**config.mk**
```make
export PLATFORM = sky130hd
export DESIGN_NAME = amfe_cfg
export DESIGN_NICKNAME = d
export VERILOG_FILES = /design/src/amfe_pkg.sv /design/src/amfe_cfg.sv
export SDC_FILE = /design/constraint.sdc
export NUM_CORES = 1
export LEC_CHECK = 0
export BUFFER_PORTS_ARGS = -buffer_cell sky130_fd_sc_hd__buf_4
export CORE_AREA = 10 10 204 206
export CTS_CLUSTER_SIZE = 10
export DETAILED_ROUTE_END_ITERATION = 7
export DIE_AREA = 0 0 214 216
export GPL_ROUTABILITY_DRIVEN = 0
export MAX_ROUTING_LAYER = met4
export PLACE_DENSITY = 0.62
export SETUP_SLACK_MARGIN = 0.3
export SLEW_MARGIN = 20
export SYNTH_ARGS = -nofsm -noshare
export SYNTH_HDL_FRONTEND = slang
export SYNTH_SLANG_ARGS = --single-unit
```
**constraint.sdc**
```tcl
create_clock -name clk -period 5 [get_ports clk]
set_input_delay 0.25 -clock clk [delete_from_list [all_inputs] [get_ports clk]]
set_output_delay 0.25 -clock clk [all_outputs]
set_load 0.01 [all_outputs]
```
**src/amfe_pkg.sv**
```systemverilog
// ----------------------------------------------------------------------------
// amfe_pkg
// Shared types and constants of the Euler-angle affine map builder.
// ----------------------------------------------------------------------------
package amfe_pkg;

	// field types
	typedef logic signed [19:0] ctr_t;    // Q12.8 coordinate
	typedef logic signed [15:0] ang_t;    // Q3.13 radians
	typedef logic [15:0]        scl_t;    // Q4.12 unsigned
	typedef logic signed [17:0] sc_t;     // Q16 sine or cosine
	typedef logic signed [18:0] rot_t;    // Q16 rotation entry
	typedef logic [31:0]        ratio_t;  // Q16 unsigned size ratio
	typedef logic signed [22:0] vec_t;    // Q15.8 origin shift
	typedef logic signed [31:0] coef_t;   // Q16.16 result

	// APB address width: seven 32-bit registers
	localparam int PADDR_W = 5;

	// number of the row that ends a run
	localparam logic [1:0] ROW_LAST = 2'd2;

	// per-item side data carried along the pipeline
	typedef struct packed {
		ctr_t cx;
		ctr_t cy;
		ctr_t cz;
		scl_t kx;
		scl_t ky;
		scl_t kz;
	} side_t;

	// values derived from the configuration registers
	typedef struct packed {
		ratio_t ratio_xy;
		ratio_t ratio_z;
		vec_t   v0;
		vec_t   v1;
		vec_t   v2;
	} cal_t;

endpackage

```
**src/amfe_cfg.sv**
```systemverilog
// ----------------------------------------------------------------------------
// amfe_cfg
// APB register file plus a serial divider that derives the size ratios and
// the anterior shift whenever a register changes.
// ----------------------------------------------------------------------------
module amfe_cfg (
	input  logic                          clk,
	input  logic                          arst_n,
	input  logic                          psel,
	input  logic                          penable,
	input  logic                          pwrite,
	input  logic [amfe_pkg::PADDR_W-1:0]  paddr,
	input  logic [31:0]                   pwdata,
	output logic [31:0]                   prdata,
	output amfe_pkg::cal_t                cal,
	output logic                          busy
);

	localparam logic [2:0] REG_ORIGIN_X = 3'd0;
	localparam logic [2:0] REG_ORIGIN_Y = 3'd1;
	localparam logic [2:0] REG_ORIGIN_Z = 3'd2;
	localparam logic [2:0] REG_AP       = 3'd3;
	localparam logic [2:0] REG_AS       = 3'd4;
	localparam logic [2:0] REG_PP       = 3'd5;
	localparam logic [2:0] REG_PS       = 3'd6;

	localparam logic       ST_IDLE = 1'b0;
	localparam logic       ST_RUN  = 1'b1;

	localparam logic [1:0] PH_RATIO_XY = 2'd0;
	localparam logic [1:0] PH_RATIO_Z  = 2'd1;
	localparam logic [1:0] PH_SHIFT    = 2'd2;

	localparam logic [31:0] SHIFT_Q20 = 32'd1887437;  // 1.8 cm in Q20
	localparam logic [4:0]  LAST_BIT  = 5'd31;

	logic [19:0] x0_q, y0_q, z0_q;
	logic [15:0] ap_q, as_q, pp_q, ps_q;
	logic        dirty_q;
	logic        state_q;
	logic [1:0]  phase_q;
	logic [4:0]  cnt_q;
	logic [31:0] num_q, quo_q;
	logic [15:0] rem_q, den_q;
	logic [31:0] ratio_xy_q, ratio_z_q;
	logic [20:0] d_q;

	logic [2:0]  idx;
	logic        wr;
	logic [15:0] ap_e, pp_e, ps_e;
	logic [1:0]  sel_ph;
	logic [31:0] op_num;
	logic [15:0] op_den;
	logic [16:0] rem_full;
	logic [17:0] diff;
	logic        qbit;
	logic [15:0] rem_nx;
	logic [31:0] quo_nx;

	assign idx = paddr[4:2];
	assign wr  = psel && penable && pwrite;

	// read mux
	always_comb begin
		unique case (idx)
			REG_ORIGIN_X: prdata = {12'd0, x0_q};
			REG_ORIGIN_Y: prdata = {12'd0, y0_q};
			REG_ORIGIN_Z: prdata = {12'd0, z0_q};
			REG_AP:       prdata = {16'd0, ap_q};
			REG_AS:       prdata = {16'd0, as_q};
			REG_PP:       prdata = {16'd0, pp_q};
			REG_PS:       prdata = {16'd0, ps_q};
			default:      prdata = 32'd0;
		endcase
	end

	// register writes; unknown index ignored
	always_ff @(posedge clk or negedge arst_n) begin
		if (!arst_n) begin
			x0_q <= 20'd0;
			y0_q <= 20'd0;
			z0_q <= 20'd0;
			ap_q <= 16'd4096;
			as_q <= 16'd4096;
			pp_q <= 16'd4096;
			ps_q <= 16'd4096;
		end else if (wr) begin
			unique case (idx)
				REG_ORIGIN_X: x0_q <= pwdata[19:0];
				REG_ORIGIN_Y: y0_q <= pwdata[19:0];
				REG_ORIGIN_Z: z0_q <= pwdata[19:0];
				REG_AP:       ap_q <= pwdata[15:0];
				REG_AS:       as_q <= pwdata[15:0];
				REG_PP:       pp_q <= pwdata[15:0];
				REG_PS:       ps_q <= pwdata[15:0];
				default: ;
			endcase
		end
	end

	// a zero divisor counts as one
	assign ap_e = (ap_q == 16'd0) ? 16'd1 : ap_q;
	assign pp_e = (pp_q == 16'd0) ? 16'd1 : pp_q;
	assign ps_e = (ps_q == 16'd0) ? 16'd1 : ps_q;

	// operands of the division about to start
	assign sel_ph = (state_q == ST_IDLE) ? PH_RATIO_XY : phase_q + 2'd1;

	always_comb begin
		unique case (sel_ph)
			PH_RATIO_XY: begin
				op_num = {ap_q, 16'd0} + {17'd0, pp_e[15:1]};
				op_den = pp_e;
			end
			PH_RATIO_Z: begin
				op_num = {as_q, 16'd0} + {17'd0, ps_e[15:1]};
				op_den = ps_e;
			end
			PH_SHIFT: begin
				op_num = SHIFT_Q20 + {17'd0, ap_e[15:1]};
				op_den = ap_e;
			end
			default: begin
				op_num = 32'd0;
				op_den = 16'd1;
			end
		endcase
	end

	// one restoring step per cycle
	assign rem_full = {rem_q, num_q[31]};
	assign diff     = {1'b0, rem_full} - {2'b00, den_q};
	assign qbit     = !diff[17];
	assign rem_nx   = qbit ? diff[15:0] : rem_full[15:0];
	assign quo_nx   = {quo_q[30:0], qbit};

	// divider sequencer: three divisions after reset and after each write
	always_ff @(posedge clk or negedge arst_n) begin
		if (!arst_n) begin
			dirty_q <= 1'b1;
			state_q <= ST_IDLE;
			phase_q <= PH_RATIO_XY;
			cnt_q   <= 5'd0;
		end else begin
			unique case (state_q)
				ST_IDLE: begin
					if (dirty_q) begin
						state_q <= ST_RUN;
						phase_q <= PH_RATIO_XY;
						cnt_q   <= 5'd0;
						dirty_q <= 1'b0;
					end
				end
				ST_RUN: begin
					if (cnt_q == LAST_BIT) begin
						cnt_q <= 5'd0;
						if (phase_q == PH_SHIFT)
							state_q <= ST_IDLE;
						else
							phase_q <= phase_q + 2'd1;
					end else begin
						cnt_q <= cnt_q + 5'd1;
					end
				end
				default: state_q <= ST_IDLE;
			endcase
			if (wr)
				dirty_q <= 1'b1;
		end
	end

	// divider datapath
	always_ff @(posedge clk) begin
		if (state_q == ST_IDLE || cnt_q == LAST_BIT) begin
			num_q <= op_num;
			den_q <= op_den;
			rem_q <= 16'd0;
			quo_q <= 32'd0;
		end else begin
			num_q <= {num_q[30:0], 1'b0};
			rem_q <= rem_nx;
			quo_q <= quo_nx;
		end
		if (state_q == ST_RUN && cnt_q == LAST_BIT) begin
			case (phase_q)
				PH_RATIO_XY: ratio_xy_q <= quo_nx;
				PH_RATIO_Z:  ratio_z_q  <= quo_nx;
				default:     d_q        <= quo_nx[20:0];
			endcase
		end
	end

	assign busy = dirty_q || (state_q != ST_IDLE);

	// derived values
	assign cal.ratio_xy = ratio_xy_q;
	assign cal.ratio_z  = ratio_z_q;
	assign cal.v0 = -{{3{x0_q[19]}}, x0_q};
	assign cal.v1 = -{{3{y0_q[19]}}, y0_q} - {2'b00, d_q};
	assign cal.v2 = -{{3{z0_q[19]}}, z0_q};

endmodule

```
==> impl_metrics.tcl <==
set metrics [dict create \
    outcome "finished, final reports clean" \
    clk_transition_reported_paths_ns 0.06 \
    hold_violations 0 \
    numPortBuffers 181 \
    sw_frac_of_total_pct 33.1 \
    io-pin-count 208 \
    netlist-cell-type-count 70 \
    worstHoldPathType "primary input to register" \
    period_needed_ns 3.89 \
    grt_antenna_before_repair 0 \
    synthesis_warnings 0 \
    detail_route.first_pass.iterations 6 \
    cp-start-kind "register" \
    syn_area_mm2 0.0156 \
    skew_ns 0.0176 \
    timing.setup.critical_path_class "register to output pin" \
    cts.root.buffer_cell "clkbuf_16" \
    ratio_of_cells_with_drive_above_1_in_the_final_layout_pct 22.9 \
    num-nets-final 1718 \
    grt_remaining_overflow 0 \
    die_width_um 214 \
    internal_power_uw 5660 \
    power_uw 8460 \
    setup.worst_path.end_class "output pin" \
    max-slew-margin-rel_pct 25.0 \
    leakagePower_uw 0.00797 \
    die_area_mm2 0.0462 \
    cap_violations 0 \
    die_h_um 216 \
    fin_hold_ws_ns 0.0195 \
    grt_first_pass_wirelength_mm 68.6 \
    remaining_drc_errors 0 \
    post-route-util_pct 49.4 \
    power_density_mw_per_mm2 458 \
    cts.repair_timing.setup_buffer_count 0 \
    crit_path_cell_trace "ha_1, inv_1, ha_1, inv_1, fa_1, nor2b_1, o211ai_1, a31oi_1, a211oi_2, a21oi_1, o21a_1, nor2_1, xnor2_1, buf_4" \
    fmax_ghz 0.257 \
    antenna_violating_nets_post_route 0 \
    initial_utilization_pct 41.7 \
    crit_fanout 4 \
    pnr_worst_setup_slack_ns 1.11 \
    cts_sinks 313 \
    synthesis.area_per_instance_um2 10.8 \
    core_mm2 0.0374 \
    yosys_most_used_dff "dfrtp_1" \
    place_hpwl_mm 32.4 \
    place_ws_ns 1.69 \
    tritoncts_clock_tree "yes" \
    crit_buf_inv 3 \
    grt_util_all_layers_pct 19.1 \
    dr_iter_0_viols 852 \
    layout_worst_path_cycle_share_pct 77.7 \
    clock_buffers_created_by_tritoncts 37 \
    synthMostInstantiatedCell "dfrtp_1" \
    final-setup-viol-count 0 \
    required_time_at_the_worst_slack_endpoint_ns 4.75 \
    worst-endpoint-arrival_ns 3.64 \
    slowest_delay_ns 0.45 \
    timing.critical_path.slowest_stage_cell "a31oi_1" \
    synthCells 1452 \
    ys_ff_latch 313 \
    number_of_global_route_vias_before_repair 11500 \
    worstMarginPinSlew_ns 1.12 \
    worst_path_dominant_cell_family "compound AO/OA/AOI/OAI gates" \
    sequentialPowerShare_pct 41.0 \
    portion_of_synthesized_cell_area_occupied_by_the_leading_cell_type_pct 20.5 \
    rsz0062_at_grt "no" \
    synth_enable_flop_cells 101 \
    rows 71 \
    clock_power_share_pct 28.8 \
    power.ir.vdd_worst_mv 0.297 \
    yosysSeqAreaShare_pct 50.9 \
    synthTopCellsByArea "dfrtp_1 (21%), edfxtp_1 (19%), dfxtp_1 (10%)" \
    dr_total_vias 11700 \
    timing_max_transition_violations_final 0 \
    net-switching-power_uw 2800 \
    routed_wirelength_mm 44.8 \
    cts_htree_levels 2 \
    synth_top_cells_by_count "dfrtp_1 (128), nand2_1 (124), mux2_2 (107)" \
    max-clock-path-buffers 3 \
    insertion_delay_to_the_later_sink_of_the_worst_skew_pair_ns 0.53 \
    comb_power_share_pct 30.2 \
    grt_max_degree 74 \
    routed_via_density 5.44 \
    detail_route.wl_per_cell_um 20.8 \
    syn2layout_area_growth_pct 18.3 \
    insertedDiodeCount 0 \
    async_reset_ff_share_pct 42.5 \
    setup_total_negative_slack_ns 0 \
    yosysTopAreaCell "dfrtp_1" \
]
==> state kept, by name (all words and copies together), names as in the netlist, 20 cells and up <==
register,cells
d_q,21
x0_q,20
quo_q,31
num_q,32
y0_q,20
ratio_z_q,32
z0_q,20
ratio_xy_q,32
==> cell families after synthesis <==
kind of cell / share of synthesized area [%]
and+or+nand+nor: 10.4
AOI/OAI and AO/OA: 13.5
DFF: 50.9
buffers and inverters: 5.12
muxes: 10.2
xor gates and xnor gates: 4.32
adders and majority gates: 5.55
other: 0.0240
==> worst paths after layout <==
kind,from,endpoint,cells after the start,slack [ns]
max,y0_q[1],cal[42],14,1.11
min,pwdata[3],pp_q[3],3,0.02
max reg2reg,phase_q[0],num_q[5],10,1.97
min reg2reg,num_q[2],num_q[3],2,0.43
max in group asynchronous,arst_n,dirty_q,3,3.52
min in group asynchronous,arst_n,x0_q[15],2,0.44
==> routing by layer <==
layer / share of wire (%) / wire length [µm] / track usage [%]
met1: 42 / 18800 / 23.9
met2: 49 / 21800 / 31.2
met3: 6.3 / 2830 / 3.10
met4: 2.9 / 1280 / 6.14
met5: 0 / 0 / -
==> power groups by stage <==
stage | Clock [µW] | Combinational, µW | Sequential (µW)
6_report | 2440 | 2550 | 3470
2_1_floorplan | 0 | 1810 | 3280
3_3_place_gp | 0 | 2510 | 3490
5_1_grt | 2590 | 2830 | 3510
4_1_cts | 2480 | 2570 | 3460
3_5_place_dp | 0 | 2550 | 3500
==> tightest hold or removal path: stages <==
cell     delay, ns
buf_4         0.14
nand2_1       0.05
o21ai_0       0.06
==> cells in the final DEF, fill, tap and decap left out, types with 13 or more instances in the layout <==
cell and count:
and2_1 31, o21ai_0 104, mux2i_1 26, a21oi_1 62, mux2_2 107, buf_4 193, xnor2_1 49, clkbuf_1 26
dfrtp_1 128, inv_1 94, a22oi_1 26, xor2_1 28, edfxtp_1 101, nand2_1 124, nor3_1 17, ha_1 66
dfxtp_1 79, nor2_1 92, nor4_1 17, clkbuf_16 37, a21o_1 20, nor2b_1 13, nand3_1 13
==> final cells by class <==
| type | instances | area [µm²] |
|---|---|---|
| Sequential cell | 313 | 7950 |
| Inverter | 97 | 364 |
| Clock buffer | 64 | 1040 |
| Clock inverter | 3 | 41.3 |
| Tap cell | 511 | 639 |
| Fill cell | 3412 | 18900 |
| Multi-Input combinational cell | 961 | 6940 |
| Timing Repair Buffer | 198 | 1500 |
==> per-stage QoR <==
| stage | area [µm²] | instances |
|---|---|---|
| CTS | 18500 | 2147 |
| global route | 18500 | 2147 |
| finish | 18500 | 2147 |
| floorplan | 15700 | 1463 |
| detailed placement | 17300 | 2075 |
| global placement | 17300 | 2075 |
==> repair_timing <==
item                                    in CTS  in global routing
hold buffers                                 5                  0
hold endpoints to repair                    79                  0
endpoints found under the setup margin       0                  0
resized for setup                            0                  0
No activity file was read; power rests on OpenSTA's default activity.
